--- src/abs_pkg.sv ---
// shared types, constants and helpers for the averaging background segmenter
// no dependencies; imported by every module under src
package abs_pkg;

  localparam int PIXELS_DEF     = 65536;
  localparam int MAX_FRAMES_DEF = 1024;

  localparam int IDX_W     = 16;
  localparam int PIX_W     = 8;
  localparam int CH_W      = 18;
  localparam int COUNT_W   = 11;
  localparam int COUNT_MAX = 2047;
  localparam int SCALE_W   = 10;
  localparam int CFG_IDX_W = 1;

  localparam logic [SCALE_W-1:0] HIGH_SCALE_RST = 10'd100;
  localparam logic [SCALE_W-1:0] LOW_SCALE_RST  = 10'd80;
  localparam logic [PIX_W-1:0]   FG_RED         = 8'd255;

  localparam logic FUNC_LEARN    = 1'b0;
  localparam logic FUNC_CLASSIFY = 1'b1;

  localparam logic [CFG_IDX_W-1:0] REG_HIGH_SCALE = 1'd0;
  localparam logic [CFG_IDX_W-1:0] REG_LOW_SCALE  = 1'd1;

  localparam int OQ_DEPTH = 8;
  localparam int OQ_AW    = 3;
  localparam int OQ_CW    = 4;

  typedef logic [2:0][PIX_W-1:0] bgr_t;
  typedef logic [2:0][CH_W-1:0]  chan_sums_t;

  typedef struct packed {
    logic             func;
    logic [IDX_W-1:0] pixel_index;
    logic             seed_frame;
    logic             end_of_frame;
    logic [PIX_W-1:0] blue;
    logic [PIX_W-1:0] green;
    logic [PIX_W-1:0] red;
  } in_word_t;

  typedef struct packed {
    logic [IDX_W-1:0] out_index;
    logic             foreground;
    logic [PIX_W-1:0] out_blue;
    logic [PIX_W-1:0] out_green;
    logic [PIX_W-1:0] out_red;
  } out_word_t;

  typedef struct packed {
    chan_sums_t csum;
    chan_sums_t dsum;
    bgr_t       prev;
  } entry_t;

  typedef struct packed {
    logic               valid;
    in_word_t           word;
    chan_sums_t         csum;
    chan_sums_t         dsum;
    logic [COUNT_W-1:0] n;
  } cls_req_t;

  function automatic int addr_w(input int p);
    return (p > 1) ? $clog2(p) : 1;
  endfunction

endpackage

--- src/abs_classify.sv ---
// band test per channel in two stages: products, then scaled bounds; compare feeds the queue
// depends on abs_pkg
module abs_classify import abs_pkg::*; (
  input  logic               clk,
  input  logic               rst_n,
  input  cls_req_t           cls_req,
  input  logic [SCALE_W-1:0] high_scale,
  input  logic [SCALE_W-1:0] low_scale,
  output logic               push,
  output out_word_t          push_word
);

  localparam int DN_W   = CH_W + 1;
  localparam int CN_W   = PIX_W + COUNT_W;
  localparam int PROD_W = SCALE_W + DN_W;
  localparam int CMP_W  = PROD_W + 1;

  logic                       d_valid_r;
  in_word_t                   d_word_r;
  logic [2:0][CH_W-1:0]       d_s_r;
  logic [2:0][DN_W-1:0]       d_dn_r;
  logic [2:0][CN_W-1:0]       d_cn_r;
  logic                       e_valid_r;
  in_word_t                   e_word_r;
  logic [2:0][CH_W-1:0]       e_s_r;
  logic [2:0][CN_W-1:0]       e_cn_r;
  logic [2:0][PROD_W-1:0]     e_lo_r;
  logic [2:0][PROD_W-1:0]     e_hi_r;

  logic [2:0][DN_W-1:0]       dn_nxt;
  logic [2:0][CN_W-1:0]       cn_nxt;
  logic [2:0][PROD_W-1:0]     lo_nxt;
  logic [2:0][PROD_W-1:0]     hi_nxt;
  bgr_t                       px;
  logic                       fg;

  assign px = {cls_req.word.red, cls_req.word.green, cls_req.word.blue};

  always_comb begin
    for (int k = 0; k < 3; k++) begin
      dn_nxt[k] = DN_W'(cls_req.dsum[k]) + DN_W'(cls_req.n);
      cn_nxt[k] = CN_W'(px[k]) * CN_W'(cls_req.n);
      lo_nxt[k] = PROD_W'(low_scale) * PROD_W'(d_dn_r[k]);
      hi_nxt[k] = PROD_W'(high_scale) * PROD_W'(d_dn_r[k]);
    end
  end

  always_comb begin
    logic [CMP_W-1:0] lower;
    logic [CMP_W-1:0] upper;
    fg = 1'b0;
    for (int k = 0; k < 3; k++) begin
      lower = CMP_W'(e_cn_r[k]) + CMP_W'(e_lo_r[k]);
      upper = CMP_W'(e_s_r[k]) + CMP_W'(e_hi_r[k]);
      if ((lower < CMP_W'(e_s_r[k])) || (CMP_W'(e_cn_r[k]) > upper)) begin
        fg = 1'b1;
      end
    end
  end

  always_ff @(posedge clk) begin
    if (!rst_n) begin
      d_valid_r <= 1'b0;
      e_valid_r <= 1'b0;
    end else begin
      d_valid_r <= cls_req.valid;
      e_valid_r <= d_valid_r;
    end
  end

  always_ff @(posedge clk) begin
    d_word_r <= cls_req.word;
    d_s_r    <= cls_req.csum;
    d_dn_r   <= dn_nxt;
    d_cn_r   <= cn_nxt;
    e_word_r <= d_word_r;
    e_s_r    <= d_s_r;
    e_cn_r   <= d_cn_r;
    e_lo_r   <= lo_nxt;
    e_hi_r   <= hi_nxt;
  end

  assign push                 = e_valid_r;
  assign push_word.out_index  = e_word_r.pixel_index;
  assign push_word.foreground = fg;
  assign push_word.out_blue   = e_word_r.blue;
  assign push_word.out_green  = e_word_r.green;
  assign push_word.out_red    = fg ? FG_RED : e_word_r.red;

endmodule

--- config.mk ---
export PLATFORM = sky130hd
export DESIGN_NAME = abs_classify
export DESIGN_NICKNAME = d
export VERILOG_FILES = /design/src/abs_pkg.sv /design/src/abs_classify.sv
export SDC_FILE = /design/constraint.sdc
export NUM_CORES = 2
export LEC_CHECK = 0
export BUFFER_PORTS_ARGS = -buffer_cell sky130_fd_sc_hd__buf_2
export CELL_PAD_IN_SITES_DETAIL_PLACEMENT = 0
export CELL_PAD_IN_SITES_GLOBAL_PLACEMENT = 1
export CORE_AREA = 8 8 363 542
export CTS_CLUSTER_SIZE = 20
export DETAILED_ROUTE_END_ITERATION = 10
export DIE_AREA = 0 0 371 550
export GPL_TIMING_DRIVEN = 0
export PLACE_DENSITY_LB_ADDON = 0.08
export SYNTH_ARGS = -nofsm -noshare
export SYNTH_HDL_FRONTEND = slang
export SYNTH_SLANG_ARGS = --single-unit
--- constraint.sdc ---
create_clock -name clk -period 8.5 [get_ports clk]
set_input_delay 0.425 -clock clk [delete_from_list [all_inputs] [get_ports clk]]
set_output_delay 0.425 -clock clk [all_outputs]
set_load 0.01 [all_outputs]
* After elaboration in Yosys (flattened, before gate mapping) *
Index checks and enable logic that the tools add are counted.

word-level totals
  flip-flop bits (word level) = 535
  bits in latches = 0
  bits in writable memories = 0
  ROM bits = 0
  input bits = 185
  output and inout bits = 42
  word-level logic and storage cells = 62
  memories = 0

operators by class
  $add $sub $neg = 9
  multipliers = 9
  divide/modulo/power cells = 0
  $lt $le $gt $ge = 6
  equality and inequality tests = 0
  shift-type cells = 0
  multiplexer cells = 4
  bitwise operators = 0
  reduce and logical (&&, ||, !) cells = 3

operators with widths
  operator                                                 number
  10-bit by 19-bit multiplier with 29-bit output           6
  18-bit by 29-bit adder with 30-bit output                3
  19-bit by 29-bit adder with 30-bit output                3
  19-bit by 30-bit > comparator with 1-bit output          3
  30-bit by 18-bit less-than comparator with 1-bit output  3
  18-bit by 11-bit adder with 19-bit output                3
  8-bit by 11-bit multiplier with 19-bit output            3
  8-bit 2-to-1 mux                                         1
  1-bit logical OR                                         3
  1-bit 2-to-1 mux                                         3

* Longest topological paths before layout *
  word-level depth = 7
  gate-level depth with buffers = 27
  mapped depth without buffers = 26

* Worst setup path after synthesis *
No wires, ideal clock.

  path type = input -> register
  start point = input port high_scale[1]
  end point = register e_hi_r[86] (netlist bit)
  setup time = 0.073 ns
  data arrival time = 6.020 ns
  data required time = 8.427 ns
  path slack = 2.407 ns
  stages = 25
  path buffers = 2
  cells stage by stage = clkbuf_1 > clkbuf_1 > nand2_1 > fa_1 > inv_1 > fa_1 > inv_1 > fa_1 > inv_1 > fa_1 > inv_1 > fa_1 > inv_1 > ha_1 > inv_1 > nor3_1 > a21oi_2 > a31oi_2 > a31oi_4 > o21ai_2 > o41ai_2 > o21ai_1 > or4_1 > a2111o_1 > o211ai_2

RTL lines
  what                    line                source
  start: declaration      abs_classify.sv:7   input logic [SCALE_W-1:0] high_scale,
  end signal: assignment  abs_classify.sv:80  e_hi_r <= hi_nxt;
  end: declaration        abs_classify.sv:28  logic [2:0][PROD_W-1:0] e_hi_r;

==> flow_summary.toml <==
[synth]
ys_seq_area_frac = 0.163
synth_top_area_share = 0.297
synth_top_cell_by_area = "fa_1"
synthTopCellsByCount = "1,136 x inv_1, 975 x fa_1, 840 x nand2_1"
synthFlopType = "dfxtp_1"
syn-num-nets = 9123
ys_async_sr_fraction = 0
yosysMostFrequentCell = "inv_1"
synth_edf_count = 0
ys_ff_latch = 535
synthTopCellsByArea = "fa_1 30%, dfxtp_1 16%, ha_1 14%"
yosysWarnings = 0
yosys.cell_types.count = 98
netlist_area_mm2 = 0.0656
avgSynthCellArea_um2 = 9.10
syn_inst = 7210

[die]
start_util = 0.347
die_w_um = 371
die_h_um = 550
dieArea_mm2 = 0.204
rows = 196
core_mm2 = 0.189
boundaryPins = 227

[cts]
htree_levels = 3
clkSlewWorstSetupHoldPaths_ns = 0.07
cts.sink_count = 535
cts_root_buffer = "clkbuf_16"
clock_latency_ns = 0.70
postCtsSetupBuffers = 0
cts_tree = "done"
numCtsBuffers = 67
cts_buffer_depth = 3

[critical_path]
crit_chain = "clkbuf_1 -> clkdlybuf4s15_1 -> nand2_1 -> fa_1 -> fa_1 -> inv_1 -> fa_1 -> fa_1 -> inv_1 -> fa_1 -> inv_1 -> ha_1 -> o21ai_0 -> a21oi_1 -> a221oi_1 -> o31ai_2 -> a211oi_1 -> nor2_1 -> o2111ai_1 -> a31oi_1 -> a21o_1 -> a21oi_1 -> xnor2_1"
crit_buf_inv = 5
cp_top_family = "adder cells"
slowest_delay_ns = 1.05
arrival_ns = 8.90
worstPathRequired_ns = 8.96
path_max_fanout = 10
cpMostUsedCell = "fa_1"
path_class = "input pin to register"
start_kind = "input pin"
cpMaxStageDelayCell = "xnor2_1"
end_kind = "register"

[routing]
drtAntennaViolNets = 0
routedWlPerCell_um = 23.8
drc = 0
firstDrtPassIters = 7
drt-initial-drc-count = 2260
vias_per_cell = 4.97
wl_um = 242000
num_vias = 50500

[grt]
grt-ovfl-total = 0
grt_util_met2 = 0.441
top_usage_layer = "met2"
grt_pass1_wl_um = 357000
grt_use_met3 = 0.0278
antenna_found_initial = 37
use_met1 = 0.260
grt_max_degree = 15
grt_pass1_vias = 56000
track_usage = 0.238

[timing]
skew_ns = 0.0355
fin_crit_sh = 0.993
worstMarginPinSlew_ns = 1.46
finalHoldViolations = 0
max_freq_ghz = 0.118
setup_violations = 0
final.setup.tns_ns = 0
drv_slew = 0
fin_crit_ns = 8.44
max-slew-margin-rel = 0.0269

[run_status]
outcome = "finished, final reports clean"

[final_layout]
area_delta_synth_final_pct = 11.9
final_nets = 9524
drive_above_1_share = 0.0566

[worst_hold_path]
min_path_type = "input pin to register"

[placed_design]
routabilityCongestion = 0.892
io_buffers = 203
dpl.hpwl_um = 199000

[job]
maxCapViolations = 0
final cells by class:
cell class              count  area, µm²
plain buffers             324       1360
multi-input cells        5215      49300
well taps                2475       3100
fillers                 19400     116000
clock buffers              84       1810
inverters                1136       4260
flip-flops and latches    535      10700
repair buffers            332       2330
clock inverters            38        479
diodes                     25       62.6
stage by stage:
| stage | std cells | instance area, µm² | util | hold slack (ns) | setup slack [ns] |
|---|---|---|---|---|---|
| 4_1_cts | 10100 | 73300 | 0.388 | 0.0743 | 0.00641 |
| 2_1_floorplan | 7210 | 65600 | - | 0.310 | 2.41 |
| 3_5_place_dp | 9894 | 69800 | 0.369 | 0.312 | -0.934 |
| 6_report | 10200 | 73400 | 0.388 | 0.114 | 0.0606 |
| 3_3_place_gp | 9888 | 69700 | 0.369 | 0.310 | -0.865 |
| 5_1_grt | 10200 | 73400 | 0.388 | 0.120 | -0.0266 |
cells in the final DEF, fill, tap and decap left out, types with 55 or more instances in the layout:
cell type / instances
xor2_1: 103
and2_1: 739
o21ai_0: 181
buf_2: 206
nand2_1: 840
clkbuf_16: 67
clkbuf_1: 291
nor2_1: 239
ha_1: 753
inv_1: 1136
a21oi_1: 247
xnor2_1: 202
a21o_1: 138
fa_1: 975
dfxtp_1: 535
dlygate4sd3_1: 121
o21a_1: 55
nand3_1: 84
kinds of logic (layout without fill, tap and decap cells):
logic type      after synthesis  after routing  share of synthesized area
compound gates              958            958                     0.0991
xor+xnor                    305            305                     0.0407
fa+ha+maj                  1728           1728                      0.441
buf+inv                    1460           1914                     0.0854
flops                       535            535                      0.163
mux                           9              9                    0.00147
other cells                   0             25                          0
simple gates               2215           2215                      0.169
worst paths after layout:
kind / endpoint / slack (ns) / startpoint / depth (start not counted)
setup reg to reg: e_lo_r[86] / 0.30 / d_dn_r[43] / 24
setup / recovery: e_lo_r[86] / 0.06 / low_scale[5] / 23
hold / removal: d_dn_r[3] / 0.11 / cls_req[14] / 3
hold reg to reg: e_word_r[4] / 0.32 / d_word_r[4] / 0
worst reg2reg max path, cell delays in order, from the launching register on:
cell,delay (ns)
dfxtp_1,0.40
clkbuf_1,0.66
nand2_1,0.15
fa_1,0.51
inv_1,0.05
fa_1,0.49
inv_1,0.05
fa_1,0.53
inv_1,0.05
fa_1,0.49
inv_1,0.06
fa_1,0.49
inv_1,0.05
ha_1,0.38
o21ai_0,0.12
a21oi_1,0.39
a221oi_1,0.21
o31ai_2,0.61
a211oi_1,0.19
nor2_1,0.28
o2111ai_1,0.23
a31oi_1,0.29
a21o_1,0.16
a21oi_1,0.07
xnor2_1,1.05
layer usage:
layer	vias up	share of wire
met5	-	0.000054
met4	2	0.065
met3	414	0.043
met2	1063	0.52
met1	25400	0.37
li1	23700	-
registers in the layout (all words and copies together) (netlist names):
signal	count
push_word	32
d_cn_r	57
e_hi_r	87
e_cn_r	57
e_s_r	54
d_word_r	40
e_lo_r	87
push	1
d_s_r	54
d_dn_r	57
d_valid_r	1
e_word_r	8
what timing repair did:
| action | 4_1_cts | 5_1_grt |
|---|---|---|
| pin swaps | 0 | 0 |
| hold endpoints to repair | 124 | 0 |
| hold buffers | 121 | 0 |
| endpoints found under the setup margin | 1 | 1 |
| resized for setup | 2 | 6 |
Power is left out: the tool's default activity adds up to more than one toggle a clock period on the data nets, which glitch-free logic cannot reach.
