### src/abs_pkg.sv
// shared types, constants and helpers for the averaging background segmenter
// no dependencies; imported by every module under src
package abs_pkg;

  localparam int PIXELS_DEF     = 65536;
  localparam int MAX_FRAMES_DEF = 1024;

  localparam int IDX_W     = 16;
  localparam int PIX_W     = 8;
  localparam int CH_W      = 18;
  localparam int COUNT_W   = 11;
  localparam int COUNT_MAX = 2047;
  localparam int SCALE_W   = 10;
  localparam int CFG_IDX_W = 1;

  localparam logic [SCALE_W-1:0] HIGH_SCALE_RST = 10'd100;
  localparam logic [SCALE_W-1:0] LOW_SCALE_RST  = 10'd80;
  localparam logic [PIX_W-1:0]   FG_RED         = 8'd255;

  localparam logic FUNC_LEARN    = 1'b0;
  localparam logic FUNC_CLASSIFY = 1'b1;

  localparam logic [CFG_IDX_W-1:0] REG_HIGH_SCALE = 1'd0;
  localparam logic [CFG_IDX_W-1:0] REG_LOW_SCALE  = 1'd1;

  localparam int OQ_DEPTH = 8;
  localparam int OQ_AW    = 3;
  localparam int OQ_CW    = 4;

  typedef logic [2:0][PIX_W-1:0] bgr_t;
  typedef logic [2:0][CH_W-1:0]  chan_sums_t;

  typedef struct packed {
    logic             func;
    logic [IDX_W-1:0] pixel_index;
    logic             seed_frame;
    logic             end_of_frame;
    logic [PIX_W-1:0] blue;
    logic [PIX_W-1:0] green;
    logic [PIX_W-1:0] red;
  } in_word_t;

  typedef struct packed {
    logic [IDX_W-1:0] out_index;
    logic             foreground;
    logic [PIX_W-1:0] out_blue;
    logic [PIX_W-1:0] out_green;
    logic [PIX_W-1:0] out_red;
  } out_word_t;

  typedef struct packed {
    chan_sums_t csum;
    chan_sums_t dsum;
    bgr_t       prev;
  } entry_t;

  typedef struct packed {
    logic               valid;
    in_word_t           word;
    chan_sums_t         csum;
    chan_sums_t         dsum;
    logic [COUNT_W-1:0] n;
  } cls_req_t;

  function automatic int addr_w(input int p);
    return (p > 1) ? $clog2(p) : 1;
  endfunction

endpackage

### src/abs_outq.sv
// result queue with slot reservation so the pipeline never has to stop
// depends on abs_pkg
module abs_outq import abs_pkg::*; (
  input  logic      clk,
  input  logic      rst_n,
  input  logic      in_acc,
  input  logic      retire,
  input  logic      push,
  input  out_word_t push_word,
  output logic      in_stall,
  output logic      out_valid,
  input  logic      out_stall,
  output out_word_t out_word
);

  out_word_t        q_r [OQ_DEPTH];
  logic [OQ_AW-1:0] wr_ptr_r;
  logic [OQ_AW-1:0] rd_ptr_r;
  logic [OQ_CW-1:0] cnt_r;
  logic [OQ_CW-1:0] occ_r;
  logic [OQ_CW-1:0] cnt_nxt;
  logic [OQ_CW-1:0] occ_nxt;
  logic             pop;

  assign pop       = out_valid && !out_stall;
  assign out_valid = (cnt_r != '0);
  assign out_word  = q_r[rd_ptr_r];
  // one reserved place per word in flight or queued
  assign in_stall  = (occ_r == OQ_CW'(OQ_DEPTH));
  assign cnt_nxt   = cnt_r + OQ_CW'(push) - OQ_CW'(pop);
  assign occ_nxt   = occ_r + OQ_CW'(in_acc) - OQ_CW'(retire) - OQ_CW'(pop);

  always_ff @(posedge clk) begin
    if (!rst_n) begin
      wr_ptr_r <= '0;
      rd_ptr_r <= '0;
      cnt_r    <= '0;
      occ_r    <= '0;
    end else begin
      if (push) begin
        wr_ptr_r <= wr_ptr_r + OQ_AW'(1);
      end
      if (pop) begin
        rd_ptr_r <= rd_ptr_r + OQ_AW'(1);
      end
      cnt_r <= cnt_nxt;
      occ_r <= occ_nxt;
    end
  end

  always_ff @(posedge clk) begin
    if (push) begin
      q_r[wr_ptr_r] <= push_word;
    end
  end

endmodule

### config.mk
export PLATFORM = sky130hd
export DESIGN_NAME = abs_outq
export DESIGN_NICKNAME = d
export VERILOG_FILES = /design/src/abs_pkg.sv /design/src/abs_outq.sv
export SDC_FILE = /design/constraint.sdc
export NUM_CORES = 1
export LEC_CHECK = 0
export ABC_CLOCK_PERIOD_IN_PS = 5340
export CORE_MARGIN = 1.5
export CORE_UTILIZATION = 53
export CTS_BUF_LIST = sky130_fd_sc_hd__clkbuf_4 sky130_fd_sc_hd__clkbuf_8 sky130_fd_sc_hd__clkbuf_16
export DETAILED_ROUTE_END_ITERATION = 10
export DONT_BUFFER_PORTS = 1
export GPL_TIMING_DRIVEN = 0
export PLACE_DENSITY = 0.68
export SLEW_MARGIN = 10
export SYNTH_ARGS = -nofsm -noshare
export SYNTH_HDL_FRONTEND = slang
export SYNTH_SLANG_ARGS = --single-unit
### constraint.sdc
create_clock -name clk -period 5.34 [get_ports clk]
set_clock_uncertainty 0.2 [all_clocks]
set_input_delay 1.068 -clock clk [delete_from_list [all_inputs] [get_ports clk]]
set_output_delay 1.068 -clock clk [all_outputs]
set_load 0.01 [all_outputs]
After elaboration in Yosys (flattened, before gate mapping)
Memory sizes are Yosys's and may differ from the RTL's. A register that Yosys moved wholly into a read port is not among the register bits.
Cells that the tools add are included.
{ "op_classes": {"mux": 4, "n_reduce_logical": 3, "n_eq_ne": 1, "addsub": 7} }
{ "ops": {"columns": ["op", "n"], "rows": [
  ["4-bit by 1-bit subtractor with 4-bit output", 3],
  ["4-bit by 1-bit adder with 4-bit output", 2],
  ["3-bit by 1-bit adder with 3-bit output (second input constant)", 2],
  ["3-bit 2-to-1 mux", 2],
  ["4-bit == test (second input constant)", 1],
  ["4-bit nonzero test", 1],
  ["1-bit 2-to-1 mux", 2],
  ["1-bit logical AND", 1],
  ["1-bit zero test", 1]
]} }
{ "totals": {"reg_bits": 14, "out_inout_bits": 43, "in_bits": 47, "n_memories": 1, "word_cells": 20, "ramBits": 328} }
{ "mem_list": {"columns": ["name", "words", "word_bits", "rd", "rd_clocked_by_memory_dff", "wr", "line", "source"], "rows": [
  ["q_r", 8, 41, 1, 1, 1, "abs_outq.sv:16", "out_word_t q_r [OQ_DEPTH];"]
]} }

Depth between registers and ports, before layout
{ "depth": {"ltp_word": 4, "ltp_mapped": 14, "ltp_nobuf": 14} }

Worst setup path before layout
Ideal clock, no wire load.
{ "synth_path": {"path_type": "input -> register", "from": "input push", "to": "memory q_r[0][0] in the netlist's numbering, enable pin", "slack_ps": 678, "arrival_ps": 3971, "required_time_ps": 4650, "n_path_buf": 0, "path_stages": 2, "setup_time_ps": 490, "path_cell_list": "nand2b_1 > nor3_1"} }
{ "synth_between": {"elab_chain_cells": 2} }
{ "synth_rtl": {"columns": ["element", "line", "source"], "rows": [
  ["from (decl)", "abs_outq.sv:8", "input logic push,"],
  ["1-bit 2-to-1 mux", "abs_outq.sv:52", "if (push) begin"],
  ["1-bit 2-to-1 mux (not written as such)", "abs_outq.sv:53", "q_r[wr_ptr_r] <= push_word;"],
  ["to (decl)", "abs_outq.sv:16", null]
]} }
No other way between the ends.

==> key figures <==
Outcome
  • Outcome: finished clean

Synthesis
  • Main combinational cell family by area after synthesis: multiplexers
  • Flops & latches, synth: 345
  • Synth warn: 0
  • Post-synthesis cell count: 569
  • Largest cells by area after synthesis: sky130_fd_sc_hd__edfxtp_1, sky130_fd_sc_hd__mux4_1, sky130_fd_sc_hd__mux2_2
  • Fraction of the mapped netlist area in compound gates: 0.334%
  • Share of synthesized cell area in full adder, half adder and majority cells: 1.46%
  • Sequential cell area fraction in the yosys report: between 70% and 80%
  • Area share of the leading cell type in the synthesized netlist: 72.9%
  • Parity-gate share of the synthesized area counting xor and xnor cells: less than 1%
  • Fraction of the mapped netlist area in simple logic gates: 1.33%
  • Portion of netlist area occupied by mux cells: 19.5%
  • Synth cell types: 27
  • Area leader, netlist: sky130_fd_sc_hd__edfxtp_1
  • Syn Nets: 630
  • Post-Syn Area: 0.0135 sq mm
  • Syn Area/Cell: 23.7 sq um

Layout
  • Final-stage net count: 687
  • Layout-stage area growth over the synthesis result: 14.4%
  • Fraction of final layout cells with drive strength greater than 1: 21.3%
  • Cell area after layout: 0.0154 sq mm
  • # diodes: 0
  • Count of non-filler cells in the finished layout: 982
  • Finished Core Util: 61.5%

Worst setup path
  • Data required time at the worst endpoint: 4.07 ns
  • Category of the most critical setup path: reg2out
  • Crit path buffers/inverters: 2
  • Crit path max-delay cell type: sky130_fd_sc_hd__clkbuf_1
  • Cell family contributing the most delay on the critical path: buffers and inverters
  • Peak fanout along the critical path: 10
  • Cell chain of the critical path: clkbuf_2 > clkbuf_1 > mux4_1 > mux2_2
  • Worst stage delay on the critical path: 0.59 ns
  • Worst Setup Start Kind: flop
  • Arrival @ worst endpoint: 2.40 ns
  • Type of element capturing the critical path: primary output

Power
  • Maximum vdd drop: 292 uV
  • Power, Total: 6.34 mW
  • Leak: around 5.0 nW
  • Areal power density over the cells: 410 mW/mm^2

Timing
  • Total negative setup slack: 0 ns
  • RSZ-0062 raised after global routing: false
  • Final hold vios: 0
  • Measured slew at the worst slew-check pin: 0.863 ns
  • Worst slew margin relative to its limit: 42.3%
  • Final count of pins violating max slew: 0
  • Fin crit period: 3.67 ns
  • Maximum clock frequency: 0.273 GHz
  • Final critical-path share of the clock period: around 69%
  • # setup viols final: 0
  • Worst setup margin: 1.67 ns
  • Final worst hold slack: just over 0.3 ns

Place
  • Number of cells in the design after placement: approximately 920
  • HPWL reported at the end of detailed placement: about 15 mm
  • Count of port buffers added during placement: 0
  • Placer congestion estimate: around 0.71
  • Worst Setup Slack post-DPL: 1.96 ns
  • Area after DPL: 0.0143 sq mm

Route
  • Routed via count: between 5,000 and 6,000
  • Final routed wire length divided by cell count: 25.1 um
  • Total length of routed wires: 24.7 mm
  • Count of unresolved DRC violations after routing: 0
  • Routed vias/inst: 5.77
  • Detailed Route Iter0 Violations: 426
  • Detailed-router iteration count before antenna repair: 4
  • Post-DRT Antenna Nets: 0

Clock tree
  • Skew-Pair Late Insertion Delay: 0.52 ns
  • Number of hold-repair buffers added at the cts stage: 0
  • Clock-pin transition on the worst setup and hold timing paths: 0.06 ns
  • Root buffer cell: sky130_fd_sc_hd__clkbuf_16
  • Cts bufs inserted: 36
  • Clock tree from TritonCTS: yes
  • Num Clock Sinks: 345
  • Clock Tree Buf Depth: 3
  • Resize count post-CTS: 0
  • Level count of the clock H-tree: 2
  • Total setup buffers inserted after CTS: 0

Global routing
  • GRT Residual Overflow: 0
  • Wire length of the first global-routing pass: 37.1 mm
  • Number of global-route vias before repair: 6,261
  • Maximum number of pins on one net before global-route repair: 23
  • Initial antenna violation count: 0
  • GR Util All Layers: 19.5%

Die
  • Area of the core: 0.0251 sq mm
  • I/O pin count: 90
  • Die height: 163 um
  • Site Rows: 58
  • Area of the die: 0.0264 sq mm
  • Starting utilization of the core area: 53.8%
  • Die boundary width: 163 um

Hold path
  • Class of the worst hold path: reg2reg

Flow run
  • # Max-Cap Violations: 0
-- power by group --
| part | leakage (nW) | switching (mW) | internal [mW] |
|---|---|---|---|
| combinational | 1.31 | 0.422 | 0.402 |
| sequential | 3.12 | 0.0322 | 3.06 |
| clock | 0.572 | 0.976 | 1.44 |
-- sequential cells by signal, indices dropped and copies added (netlist names), named ones only --
name,flops
q_r,328
cnt_r,4
occ_r,4
rd_ptr_r,3
wr_ptr_r,3
-- cells in the mapped netlist --
master	n
sky130_fd_sc_hd__a21boi_0	3
sky130_fd_sc_hd__a21o_1	1
sky130_fd_sc_hd__edfxtp_1	328
sky130_fd_sc_hd__mux2i_1	3
sky130_fd_sc_hd__nor3_1	2
sky130_fd_sc_hd__nor3b_1	2
sky130_fd_sc_hd__buf_6	9
sky130_fd_sc_hd__or3_1	2
sky130_fd_sc_hd__xnor2_1	3
sky130_fd_sc_hd__clkbuf_1	7
sky130_fd_sc_hd__buf_1	7
sky130_fd_sc_hd__inv_1	15
sky130_fd_sc_hd__nand2b_1	5
sky130_fd_sc_hd__mux4_1	80
sky130_fd_sc_hd__mux2_2	41
sky130_fd_sc_hd__nand2_1	6
sky130_fd_sc_hd__a21oi_1	1
sky130_fd_sc_hd__nor2_1	7
sky130_fd_sc_hd__clkbuf_2	1
sky130_fd_sc_hd__fa_1	3
sky130_fd_sc_hd__ha_1	11
sky130_fd_sc_hd__mux4_2	2
sky130_fd_sc_hd__and2_1	7
sky130_fd_sc_hd__dfxtp_1	17
sky130_fd_sc_hd__o21ai_0	2
sky130_fd_sc_hd__nor2b_1	3
sky130_fd_sc_hd__xor2_1	1
-- layer usage --
metal	up-vias	part of all wire [%]	track usage (%)	wire length [um]
met1	2929	38	23.4	9390
met4	0	1.6	5.59	384
li1	2554	-	-	-
met2	150	53	34.6	13000
met5	-	0	0	0
met3	29	7.7	5.47	1910
-- worst min-delay path: cells and delay by family, from the launching register on --
| kind | cells | cell delay [ns] |
|---|---|---|
| multiplexers | 1 | 0.09 |
| AND/OR/NAND/NOR | 1 | 0.06 |
| flip-flops | 1 | 0.32 |
-- layout by cell type, fill, tap and decap left out, types with 2 or more instances in the layout --
master and instances:
sky130_fd_sc_hd__clkbuf_4 4, sky130_fd_sc_hd__and2_1 7, sky130_fd_sc_hd__bufinv_16 3, sky130_fd_sc_hd__buf_4 4
sky130_fd_sc_hd__dfxtp_1 17, sky130_fd_sc_hd__nand2_1 6, sky130_fd_sc_hd__clkinv_2 7, sky130_fd_sc_hd__nor2_4 6
sky130_fd_sc_hd__fa_1 3, sky130_fd_sc_hd__edfxtp_1 328, sky130_fd_sc_hd__clkbuf_1 7, sky130_fd_sc_hd__buf_8 2
sky130_fd_sc_hd__or3_1 2, sky130_fd_sc_hd__mux4_1 80, sky130_fd_sc_hd__inv_1 15, sky130_fd_sc_hd__buf_12 6
sky130_fd_sc_hd__clkbuf_16 37, sky130_fd_sc_hd__mux4_2 2, sky130_fd_sc_hd__mux2_2 41, sky130_fd_sc_hd__nor3_2 2
sky130_fd_sc_hd__nand2b_1 5, sky130_fd_sc_hd__a21boi_0 3, sky130_fd_sc_hd__clkinv_1 5, sky130_fd_sc_hd__buf_16 3
sky130_fd_sc_hd__ha_1 11, sky130_fd_sc_hd__buf_1 7, sky130_fd_sc_hd__clkinvlp_4 4, sky130_fd_sc_hd__mux2i_1 3
sky130_fd_sc_hd__nor3b_1 2, sky130_fd_sc_hd__inv_6 2, sky130_fd_sc_hd__buf_6 13, sky130_fd_sc_hd__o21ai_0 2
sky130_fd_sc_hd__xnor2_1 3, sky130_fd_sc_hd__nor2b_1 3
-- kinds of logic after synthesis --
| family | count (synthesis) |
|---|---|
| AOI/OAI and AO/OA | 7 |
| xor gates and xnor gates | 4 |
| adders and majority gates | 14 |
| buffers and inverters | 39 |
| DFF | 345 |
| muxes | 126 |
| and+or+nand+nor | 34 |
-- worst paths after layout --
| path | startpoint | end | slack (ns) | cells after the start |
|---|---|---|---|---|
| max | flop | out_word[11] | 1.67 | 4 |
| max reg2reg | cnt_r[2]$_SDFF_PN0_ | occ_r[3]$_SDFF_PN0_ | 2.18 | 14 |
| min | rd_ptr_r[1]$_SDFFE_PN0P_ | flop | 0.31 | 2 |
| min reg2reg | rd_ptr_r[1]$_SDFFE_PN0P_ | flop | 0.31 | 2 |
-- final cells by class --
type | instances | area, sq um
Tap cell | 330 | 413
Clock inverter | 23 | 211
Sequential cell | 345 | 10200
Timing Repair Buffer | 19 | 308
Clock buffer | 41 | 956
Fill cell | 1717 | 9660
Multi-Input combinational cell | 185 | 3150
Inverter | 15 | 56.3
Buffer | 24 | 159
(Power assumes the default switching activity.)
