--- src/abs_pkg.sv ---
// shared types, constants and helpers for the averaging background segmenter
// no dependencies; imported by every module under src
package abs_pkg;

  localparam int PIXELS_DEF     = 65536;
  localparam int MAX_FRAMES_DEF = 1024;

  localparam int IDX_W     = 16;
  localparam int PIX_W     = 8;
  localparam int CH_W      = 18;
  localparam int COUNT_W   = 11;
  localparam int COUNT_MAX = 2047;
  localparam int SCALE_W   = 10;
  localparam int CFG_IDX_W = 1;

  localparam logic [SCALE_W-1:0] HIGH_SCALE_RST = 10'd100;
  localparam logic [SCALE_W-1:0] LOW_SCALE_RST  = 10'd80;
  localparam logic [PIX_W-1:0]   FG_RED         = 8'd255;

  localparam logic FUNC_LEARN    = 1'b0;
  localparam logic FUNC_CLASSIFY = 1'b1;

  localparam logic [CFG_IDX_W-1:0] REG_HIGH_SCALE = 1'd0;
  localparam logic [CFG_IDX_W-1:0] REG_LOW_SCALE  = 1'd1;

  localparam int OQ_DEPTH = 8;
  localparam int OQ_AW    = 3;
  localparam int OQ_CW    = 4;

  typedef logic [2:0][PIX_W-1:0] bgr_t;
  typedef logic [2:0][CH_W-1:0]  chan_sums_t;

  typedef struct packed {
    logic             func;
    logic [IDX_W-1:0] pixel_index;
    logic             seed_frame;
    logic             end_of_frame;
    logic [PIX_W-1:0] blue;
    logic [PIX_W-1:0] green;
    logic [PIX_W-1:0] red;
  } in_word_t;

  typedef struct packed {
    logic [IDX_W-1:0] out_index;
    logic             foreground;
    logic [PIX_W-1:0] out_blue;
    logic [PIX_W-1:0] out_green;
    logic [PIX_W-1:0] out_red;
  } out_word_t;

  typedef struct packed {
    chan_sums_t csum;
    chan_sums_t dsum;
    bgr_t       prev;
  } entry_t;

  typedef struct packed {
    logic               valid;
    in_word_t           word;
    chan_sums_t         csum;
    chan_sums_t         dsum;
    logic [COUNT_W-1:0] n;
  } cls_req_t;

  function automatic int addr_w(input int p);
    return (p > 1) ? $clog2(p) : 1;
  endfunction

endpackage

--- src/abs_index.sv ---
// pixel index reduction to a model slot, two stages (reciprocal multiply, then remainder)
// depends on abs_pkg
module abs_index import abs_pkg::*; #(
  parameter int PIXELS = PIXELS_DEF
) (
  input  logic                         clk,
  input  logic                         rst_n,
  input  logic                         in_acc,
  input  in_word_t                     in_word,
  output logic                         b_valid,
  output in_word_t                     b_word,
  output logic [addr_w(PIXELS)-1:0]    b_slot
);

  localparam int AW     = addr_w(PIXELS);
  localparam int K      = IDX_W + AW;
  localparam int RW     = IDX_W + 2;
  localparam int PW     = IDX_W + RW;
  localparam longint RECIP = (longint'(1) << K) / PIXELS;
  localparam int CW     = ((AW > IDX_W) ? AW : IDX_W) + 1;

  logic             a_valid_r;
  in_word_t         a_word_r;
  logic [IDX_W-1:0] a_q_r;
  logic             b_valid_r;
  in_word_t         b_word_r;
  logic [IDX_W-1:0] b_rem_r;

  logic [PW-1:0]    qprod;
  logic [IDX_W-1:0] q_nxt;
  logic [IDX_W-1:0] qp;
  logic [IDX_W-1:0] rem_nxt;
  logic [CW-1:0]    rem_c;
  logic [CW-1:0]    slot_c;

  // quotient may come out one low, fixed by the compare below
  assign qprod   = PW'(in_word.pixel_index) * PW'(RW'(RECIP));
  assign q_nxt   = IDX_W'(qprod >> K);
  assign qp      = IDX_W'(32'(a_q_r) * 32'(PIXELS));
  assign rem_nxt = a_word_r.pixel_index - qp;
  assign rem_c   = CW'(b_rem_r);
  assign slot_c  = (rem_c >= CW'(PIXELS)) ? rem_c - CW'(PIXELS) : rem_c;

  always_ff @(posedge clk) begin
    if (!rst_n) begin
      a_valid_r <= 1'b0;
      b_valid_r <= 1'b0;
    end else begin
      a_valid_r <= in_acc;
      b_valid_r <= a_valid_r;
    end
  end

  always_ff @(posedge clk) begin
    a_word_r <= in_word;
    a_q_r    <= q_nxt;
    b_word_r <= a_word_r;
    b_rem_r  <= rem_nxt;
  end

  assign b_valid = b_valid_r;
  assign b_word  = b_word_r;
  assign b_slot  = slot_c[AW-1:0];

endmodule

--- config.mk ---
export PLATFORM = sky130hd
export DESIGN_NAME = abs_index
export DESIGN_NICKNAME = d
export VERILOG_FILES = /design/src/abs_pkg.sv /design/src/abs_index.sv
export SDC_FILE = /design/constraint.sdc
export NUM_CORES = 1
export LEC_CHECK = 0
export BUFFER_PORTS_ARGS = -buffer_cell sky130_fd_sc_hd__buf_2
export CORE_MARGIN = 10
export CORE_UTILIZATION = 30
export DETAILED_ROUTE_END_ITERATION = 8
export PLACE_DENSITY = 0.61
export SYNTH_ARGS = -nofsm -noshare
export SYNTH_HDL_FRONTEND = slang
export SYNTH_SLANG_ARGS = --single-unit
--- constraint.sdc ---
create_clock -name clk -period 0.8 [get_ports clk]
set_input_delay 0 -clock clk [delete_from_list [all_inputs] [get_ports clk]]
set_output_delay 0 -clock clk [all_outputs]
set_load 0.005 [all_outputs]
* Word level (Yosys, flattened, before mapping) *
Index checks and enable logic that the tools add are counted.

storage, ports and cells
  logic and storage cells = 19
  input bits = 46
  register bits = 88
  output and inout bits = 60

operators by class
  magnitude comparators = 1
  muxes and demuxes = 1
  add/sub/neg operators = 1

operator list
  operator               number
  $ge 16x17->1 const B   1
  $mux 16                1
  $sub 16x1->16 const B  1

* Longest topological paths before layout *
Gate-level depths: netlist of the first run.

  depth after elaboration = 2
  mapped depth = 1
  depth with buffers taken out = 1

* Worst setup path before layout of the first run *
OpenSTA, ideal clock, no wires.

  path kind = flip-flop to flip-flop
  start point = register a_valid_r
  end point = register b_valid_r (netlist: b_valid)
  path slack = 284 ps
  stages on the path, launching flop included = 2
  clock period less this slack = 516 ps
  arrival = 401 ps
  setup time = 115 ps
  buffers on the path = 0
  data required time = 685 ps
  path through = dfxtp_1 > and2_1

RTL lines
  item                      RTL line         RTL
  start: declaration        abs_index.sv:22  logic a_valid_r;
  start signal: assignment  abs_index.sv:49  a_valid_r <= in_acc;
  end signal: assignment    abs_index.sv:50  b_valid_r <= a_valid_r;
  end: declaration          abs_index.sv:25  logic b_valid_r;

No word-level cell between the ends.

==> results.sh, run 1 <==
export IMPL_avgSynthCellArea_um2=17.9
export IMPL_netlist_area_um2=1890
export IMPL_hold_viol_final=0
export IMPL_endpoint_kind="output port"
export IMPL_vias_per_cell=3.66
export IMPL_place_gp_congestion=0.651
export IMPL_layout_drive_gt1_share_pct=59.4
export IMPL_critical_path_max_stage_delay_ps=360
export IMPL_hp_class="in2reg"
export IMPL_grt_max_degree=17
export IMPL_cts_tree="done"
export IMPL_fin_ws_ps=-4.71
export IMPL_post_drt_wl_per_cell_um=13.7
export IMPL_yosysUniqueCellTypes=3
export IMPL_area_growth_pct=77.8
export IMPL_grt_pass1_vias=1360
export IMPL_finClkSkew_ps=8.23
export IMPL_clk_pin_slew_worst_paths_ps=90
export IMPL_die_y_um=99.5
export IMPL_cts_buffers=9
export IMPL_failed_checks="setup timing"
export IMPL_cp_buffers_inverters=1
export IMPL_hold_path_cell_count=2
export IMPL_rr_endpoint="b_valid"
export IMPL_fp_dieW_um=99.5
export IMPL_postCtsSetupBuffers=0
export IMPL_leakage_uw=0.00155
export IMPL_synth_top_area_share_pct=93.0
export IMPL_htree_levels=3
export IMPL_whs_ps=278
export IMPL_ys_ff_latch=88
export IMPL_ff2ff_setup_slack_ps=270
export IMPL_post_route_period_util_pct=101
export IMPL_p_sw_share_pct=20.3
export IMPL_std_cell_rows=28
export IMPL_core_area_um2=6030
export IMPL_internal_power_uw=6960
export IMPL_power_share_combinational_pct=6.7
export IMPL_firstDrtPassIters=3
export IMPL_cts_sinks=88
export IMPL_drc=0
export IMPL_pwr_share_clk_pct=39.3
export IMPL_netlist_instances=106
export IMPL_maxSlewHeadroom_pct=92.8
export IMPL_path_delay_family="flip-flops"
export IMPL_required_ps=800
export IMPL_track_usage_pct=9.17
export IMPL_setup_viol=2
export IMPL_p_per_area_nw_per_um2=2590
export IMPL_switching_power_uw=1780
export IMPL_outcome="complete, but fails checks"
export IMPL_period_needed_ps=805
export IMPL_grt_ovfl_total=0
export IMPL_clkLatencyLatePin_ps=350
export IMPL_cts_root_buf="clkbuf_8"
export IMPL_criticalPathCategory="reg2out"
export IMPL_syn_nets=152
export IMPL_path_cells="buf_6"
export IMPL_rr_worst_depth=1
export IMPL_antenna_cells=0
export IMPL_wl_um=4530
export IMPL_grt_antenna_before_repair=0
export IMPL_worstSetupStartpointType="flop"
export IMPL_final_util_pct=55.9
export IMPL_yosys_warnings=0
export IMPL_drt_iter0_markers=7
export IMPL_whs_endpoint="a_word_r[37]"
export IMPL_synth_area_leaders="dfxtp_1, buf_4, and2_1"
export IMPL_grt_pass1_wl_um=6900
export IMPL_fmax_ghz=1.24
export IMPL_slew_viol_final=0
export IMPL_pwr_share_seq_pct=54.0
export IMPL_numPortBuffers=105
export IMPL_critical_path_slowest_cell="dfxtp_2"
export IMPL_place_hpwl_um=2990
export IMPL_hold_start="in_word[37]"
export IMPL_final_nets=297
export IMPL_cp_max_fo=2
export IMPL_vias=1212
export IMPL_initial_core_util_pct=31.4
export IMPL_final_antenna_net_count=0
export IMPL_clockBufferDepth=2
export IMPL_reg2reg_from="a_valid_r"
export IMPL_peakVddDrop_v=0.00146
export IMPL_die_area_um2=9890
export IMPL_synth_area_leader_cell="dfxtp_1"
export IMPL_pin_count=106
export IMPL_max_cap_viol_count=0
export IMPL_crit_arrival_ps=800
export IMPL_ys_seq_area_share_pct=93.0
export IMPL_tightest_slew_ps=108
export IMPL_rsz0062_at_grt="true"
layout by cell type, fill, tap and decap left out, drive strengths merged:
master       instances
and2                 2
bufinv               2
clkbuf              10
buf                105
dfxtp               88
dlygate4sd3         45
inv                  3
clkinv               1
metal layers:
metal,track usage (%),vias up,share of wire (%)
met5,0,-,0
met4,4.63,0,1.7
met3,7.68,9,13
met2,15.4,65,54
met1,7.40,540,31
li1,-,598,-
through the flow:
step / std cells / setup slack, ps / area (um2) / TNS, ps / total power (uW)
after floorplan: 106 / 284 / 1890 / 0 / 4850
after global placement: 270 / 278 / 2390 / 0 / 5060
after detailed placement: 270 / 278 / 2390 / 0 / 5080
after CTS: 331 / -25.1 / 3110 / -510 / 8730
after global routing: 331 / -57.6 / 3370 / -1950 / 9140
final: 331 / -4.71 / 3370 / -5.48 / 8740
layout make-up:
class	instances	area (um2)
Fill cell	472	2660
Sequential cell	88	1800
Timing Repair Buffer	150	1230
Clock buffer	10	138
Clock inverter	6	97.6
Tap cell	75	93.8
Multi-Input combinational cell	2	12.5
synth_stat cells:
cell type   n
and2_1      2
buf_4      16
dfxtp_1    88
power by group through the flow:
stage,Sequential (uW),Combinational (uW),Clock (uW)
floorplan,4780,66.5,0
global placement,4760,300,0
detailed placement,4770,303,0
CTS,4680,484,3560
global route,4740,635,3760
finish,4710,585,3440
worst max path at each step:
stage	from	end	cells past startpoint
6_report	b_word[28]	b_slot[2]	1
5_1_grt	b_word[35]	b_slot[9]	1
4_1_cts	b_word[32]	b_slot[6]	1
3_5_place_dp	a_valid_r	b_valid	1
3_3_place_gp	a_valid_r	b_valid	1
2_1_floorplan	a_valid_r	b_valid	1
logic make-up after synthesis:
group,after synthesis,synth area share [%]
DFF,88,93.0
and+or+nand+nor,2,0.660
buffers and inverters,16,6.34
registers in the layout (all words and copies together) (netlist names):
register	count
a_word_r	43
b_valid	1
b_word	43
a_valid_r	1
repair_timing:
| action | in CTS | in global routing |
|---|---|---|
| gates resized for setup | 15 | 56 |
| hold buffers | 45 | 0 |
| hold endpoints to repair | 45 | 0 |
| setup endpoints to repair | 50 | 60 |
Power figures use the tool's default switching activity.
==> run 2, diff against run 1 <==
Clock period 0.8 ns to 1 ns, I/O delays scaled along.
==> results.sh, run 2 (synthesized netlist as in run 1, its figures left out) <==
export IMPL_die_area_um2=9890
export IMPL_leakage_uw=0.00147
export IMPL_cp_buffers_inverters=1
export IMPL_post_drt_wl_per_cell_um=12.4
export IMPL_outcome="finished, final reports clean"
export IMPL_critical_path_max_stage_delay_ps=350
export IMPL_clockBufferDepth=2
export IMPL_stdcell_count=331
export IMPL_cts_root_buf="clkbuf_8"
export IMPL_p_per_area_nw_per_um2=2220
export IMPL_period_needed_ps=823
export IMPL_fmax_ghz=1.21
export IMPL_grt_pass1_wl_um=6470
export IMPL_fp_dieW_um=99.5
export IMPL_final_cell_mix="buf_2, dfxtp_1, dlygate4sd3_1, clkbuf_8"
export IMPL_rr_worst_depth=1
export IMPL_cts_resized=0
export IMPL_grt_max_degree=17
export IMPL_worstSetupStartpointType="flop"
export IMPL_slew_viol_final=0
export IMPL_initial_core_util_pct=31.4
export IMPL_endpoint_kind="output port"
export IMPL_peakVddDrop_v=0.00126
export IMPL_whs_endpoint="a_word_r[7]"
export IMPL_hold_start="in_word[7]"
export IMPL_whs_ps=280
export IMPL_wl_um=4110
export IMPL_nFillCells=507
export IMPL_cp_max_fo=2
export IMPL_drc=0
export IMPL_maxSlewHeadroom_pct=93.2
export IMPL_criticalPathCategory="reg2out"
export IMPL_clkLatencyLatePin_ps=340
export IMPL_firstDrtPassIters=3
export IMPL_grt_pass1_vias=1308
export IMPL_cts_buffers=9
export IMPL_std_cell_rows=28
export IMPL_area_growth_pct=62.5
export IMPL_post_route_period_util_pct=82.3
export IMPL_layout_drive_gt1_share_pct=47.3
export IMPL_cts_sinks=88
export IMPL_vias_per_cell=3.62
export IMPL_numPortBuffers=105
export IMPL_path_cells="buf_2"
export IMPL_ff2ff_setup_slack_ps=470
export IMPL_max_cap_viol_count=0
export IMPL_postCtsSetupBuffers=0
export IMPL_pin_count=106
export IMPL_place_gp_congestion=0.651
export IMPL_core_area_um2=6030
export IMPL_hold_viol_final=0
export IMPL_hp_class="in2reg"
export IMPL_rsz0062_at_grt="false"
export IMPL_die_y_um=99.5
export IMPL_cts_tree="done"
export IMPL_path_delay_family="flip-flops"
export IMPL_vias=1198
export IMPL_crit_arrival_ps=820
export IMPL_grt_antenna_before_repair=0
export IMPL_htree_levels=3
export IMPL_grt_ovfl_total=0
export IMPL_final_antenna_net_count=0
export IMPL_finClkSkew_ps=8.03
export IMPL_clk_pin_slew_worst_paths_ps=90
export IMPL_critical_path_slowest_cell="dfxtp_1"
export IMPL_dp_cells=270
export IMPL_final_setup_tns_ps=0
export IMPL_rr_endpoint="b_valid"
export IMPL_final_util_pct=51.1
export IMPL_final_nets=297
export IMPL_antenna_cells=0
export IMPL_required_ps=1000
export IMPL_hold_path_cell_count=2
export IMPL_layout_commonest_cell="buf_2"
export IMPL_drt_iter0_markers=9
export IMPL_tightest_slew_ps=102
export IMPL_track_usage_pct=8.51
export IMPL_setup_viol=0
export IMPL_reg2reg_from="a_valid_r"
-- run 2: power breakdown --
part           internal, uW  switching, uW
clock network          1510           1210
registers              3690           45.3
logic                   256            113
-- run 2: area by class of cell --
class | instances | area, um2 | share of cell area [%]
multi-input cells | 2 | 12.5 | 0.406
clock inverters | 6 | 97.6 | 3.17
flip-flops and latches | 88 | 1760 | 57.2
well taps | 75 | 93.8 | 3.05
repair buffers | 150 | 976 | 31.7
clock buffers | 10 | 138 | 4.47
-- run 2: per-stage QoR --
stage	instance area (um2)	power, uW	setup slack [ps]
2_1_floorplan	1890	3880	484
3_3_place_gp	2390	4050	478
3_5_place_dp	2390	4060	478
4_1_cts	3080	6940	174
5_1_grt	3080	7150	91.9
6_report	3080	6830	177
-- run 2: what timing repair did --
item,CTS,global route
setup endpoints to repair,0,0
hold buffers,45,0
endpoints found under the hold margin,45,0
-- run 2: layer usage --
metal | vias up | share of wire [%] | GRT usage (%)
met4 | 0 | 1.7 | 3.42
li1 | 598 | - | -
met5 | - | 0 | 0
met1 | 525 | 31 | 6.90
met3 | 8 | 16 | 7.75
met2 | 67 | 51 | 14.2
-- run 2: worst max-delay path by stage --
stage / slack, ps / startpoint / end / depth (start not counted)
2_1_floorplan: 480 / a_valid_r / b_valid / 1
3_3_place_gp: 480 / a_valid_r / b_valid / 1
3_5_place_dp: 480 / a_valid_r / b_valid / 1
4_1_cts: 170 / b_word[32] / b_slot[6] / 1
5_1_grt: 90 / b_word[37] / b_slot[11] / 1
6_report: 180 / b_word[37] / b_slot[11] / 1
==> run 3, diff against run 2 <==
Clock period 1 ns to 0.85 ns, I/O delays scaled along.
==> results.sh, run 3 (synthesized netlist as in run 1, its figures left out) <==
export IMPL_outcome="finished, final reports clean"
export IMPL_hp_class="in2reg"
export IMPL_fmax_ghz=1.26
export IMPL_tightest_slew_ps=109
export IMPL_worstSetupStartpointType="flop"
export IMPL_pwr_share_clk_pct=40.0
export IMPL_post_route_period_util_pct=93.7
export IMPL_cts_buffers=9
export IMPL_wl_um=4310
export IMPL_fp_dieW_um=99.5
export IMPL_path_cells="buf_2"
export IMPL_stdcell_count=331
export IMPL_final_antenna_net_count=0
export IMPL_ff2ff_setup_slack_ps=320
export IMPL_finClkSkew_ps=7.64
export IMPL_final_cell_mix="buf_2, dfxtp_1, dlygate4sd3_1, clkbuf_8, dfxtp_2"
export IMPL_pwr_share_seq_pct=54.5
export IMPL_switching_power_uw=1640
export IMPL_die_area_um2=9890
export IMPL_track_usage_pct=9.16
export IMPL_whs_endpoint="a_word_r[37]"
export IMPL_slew_viol_final=0
export IMPL_numPortBuffers=105
export IMPL_cp_buffers_inverters=1
export IMPL_leakage_uw=0.00147
export IMPL_place_gp_congestion=0.651
export IMPL_vias=1202
export IMPL_clk_pin_slew_worst_paths_ps=90
export IMPL_final_setup_tns_ps=0
export IMPL_htree_levels=3
export IMPL_p_per_area_nw_per_um2=2610
export IMPL_critical_path_max_stage_delay_ps=330
export IMPL_period_needed_ps=797
export IMPL_hold_path_cell_count=2
export IMPL_grt_ovfl_total=0
export IMPL_grt_max_degree=17
export IMPL_wl_met3_um=632
export IMPL_drt_met1_wl_um=1360
export IMPL_reg2reg_from="a_valid_r"
export IMPL_peakVddDrop_v=0.00137
export IMPL_internal_power_uw=6430
export IMPL_area_growth_pct=63.1
export IMPL_power_share_combinational_pct=5.4
export IMPL_std_cell_rows=28
export IMPL_initial_core_util_pct=31.4
export IMPL_place_hpwl_um=2990
export IMPL_pin_count=106
export IMPL_clkLatencyLatePin_ps=350
export IMPL_required_ps=850
export IMPL_hold_viol_final=0
export IMPL_wl_met2_um=2230
export IMPL_cts_tree="done"
export IMPL_drt_iter0_markers=10
export IMPL_layout_drive_gt1_share_pct=50.4
export IMPL_grt_antenna_before_repair=0
export IMPL_postCtsSetupBuffers=0
export IMPL_power_uw=8060
export IMPL_cts_root_buf="clkbuf_8"
export IMPL_vias_per_cell=3.63
export IMPL_dp_cells=270
export IMPL_antenna_cells=0
export IMPL_grt_pass1_wl_um=6910
export IMPL_grt_pass1_vias=1368
export IMPL_cp_max_fo=2
export IMPL_rr_worst_depth=1
export IMPL_cts_sinks=88
export IMPL_path_delay_family="flip-flops"
export IMPL_p_sw_share_pct=20.3
export IMPL_layout_commonest_cell="buf_2"
export IMPL_post_drt_wl_per_cell_um=13.0
export IMPL_core_area_um2=6030
export IMPL_firstDrtPassIters=3
export IMPL_crit_arrival_ps=800
export IMPL_criticalPathCategory="reg2out"
export IMPL_maxSlewHeadroom_pct=92.7
export IMPL_endpoint_kind="output port"
export IMPL_setup_viol=0
export IMPL_rr_endpoint="b_valid"
export IMPL_max_cap_viol_count=0
export IMPL_hold_start="in_word[37]"
export IMPL_drc=0
export IMPL_die_y_um=99.5
export IMPL_clockBufferDepth=2
export IMPL_critical_path_slowest_cell="dfxtp_2"
export IMPL_route_top_layer_used="met4"
export IMPL_rsz0062_at_grt="true"
export IMPL_final_nets=297
## run 3: cell count changes in the layout (fill, tap and decap cells not counted)
cell,previous run,this run
dfxtp_2,0,8
dfxtp_1,88,80
## run 3: what timing repair did
| action | CTS | global route |
|---|---|---|
| gates resized for setup | 0 | 8 |
| setup endpoints to repair | 0 | 13 |
| endpoints found under the hold margin | 45 | 0 |
| hold buffers | 45 | 0 |
## run 3: area by class of cell
type	instances	area, um2
Sequential cell	88	1770
Clock buffer	10	138
Tap cell	75	93.8
Fill cell	517	2940
Clock inverter	6	97.6
Multi-Input combinational cell	2	12.5
Timing Repair Buffer	150	976
## run 3: worst max path at each step
| stage | startpoint | to | slack, ps | depth (start not counted) |
|---|---|---|---|---|
| 6_report | b_word[37] | b_slot[11] | 50 | 1 |
| 5_1_grt | b_word[35] | b_slot[9] | -5 | 1 |
| 4_1_cts | b_word[32] | b_slot[6] | 10 | 1 |
| 3_5_place_dp | a_valid_r | b_valid | 330 | 1 |
| 3_3_place_gp | a_valid_r | b_valid | 330 | 1 |
| 2_1_floorplan | a_valid_r | b_valid | 330 | 1 |
## run 3: power groups by stage
stage               clock network (uW)  registers (uW)  logic [uW]
floorplan                            0            4500        62.6
global placement                     0            4480         283
detailed placement                   0            4490         285
CTS                               3350            4400         447
global route                      3550            4430         484
finish                            3230            4400         438
## run 3: routing by layer
| layer | vias up | global-route usage (%) |
|---|---|---|
| li1 | 599 | - |
| met1 | 530 | 7.44 |
| met2 | 64 | 15.4 |
| met3 | 9 | 7.54 |
| met4 | 0 | 4.63 |
| met5 | - | 0 |
## run 3: stage by stage
stage               util [%]  cell area [um2]  hold WS (ps)  setup WS [ps]
floorplan                  -             1890          27.7            334
global placement        39.7             2390           102            328
detailed placement      39.7             2390           104            328
CTS                     51.1             3080           251           14.4
global route            51.3             3090           259          -5.17
finish                  51.3             3090           280           53.4
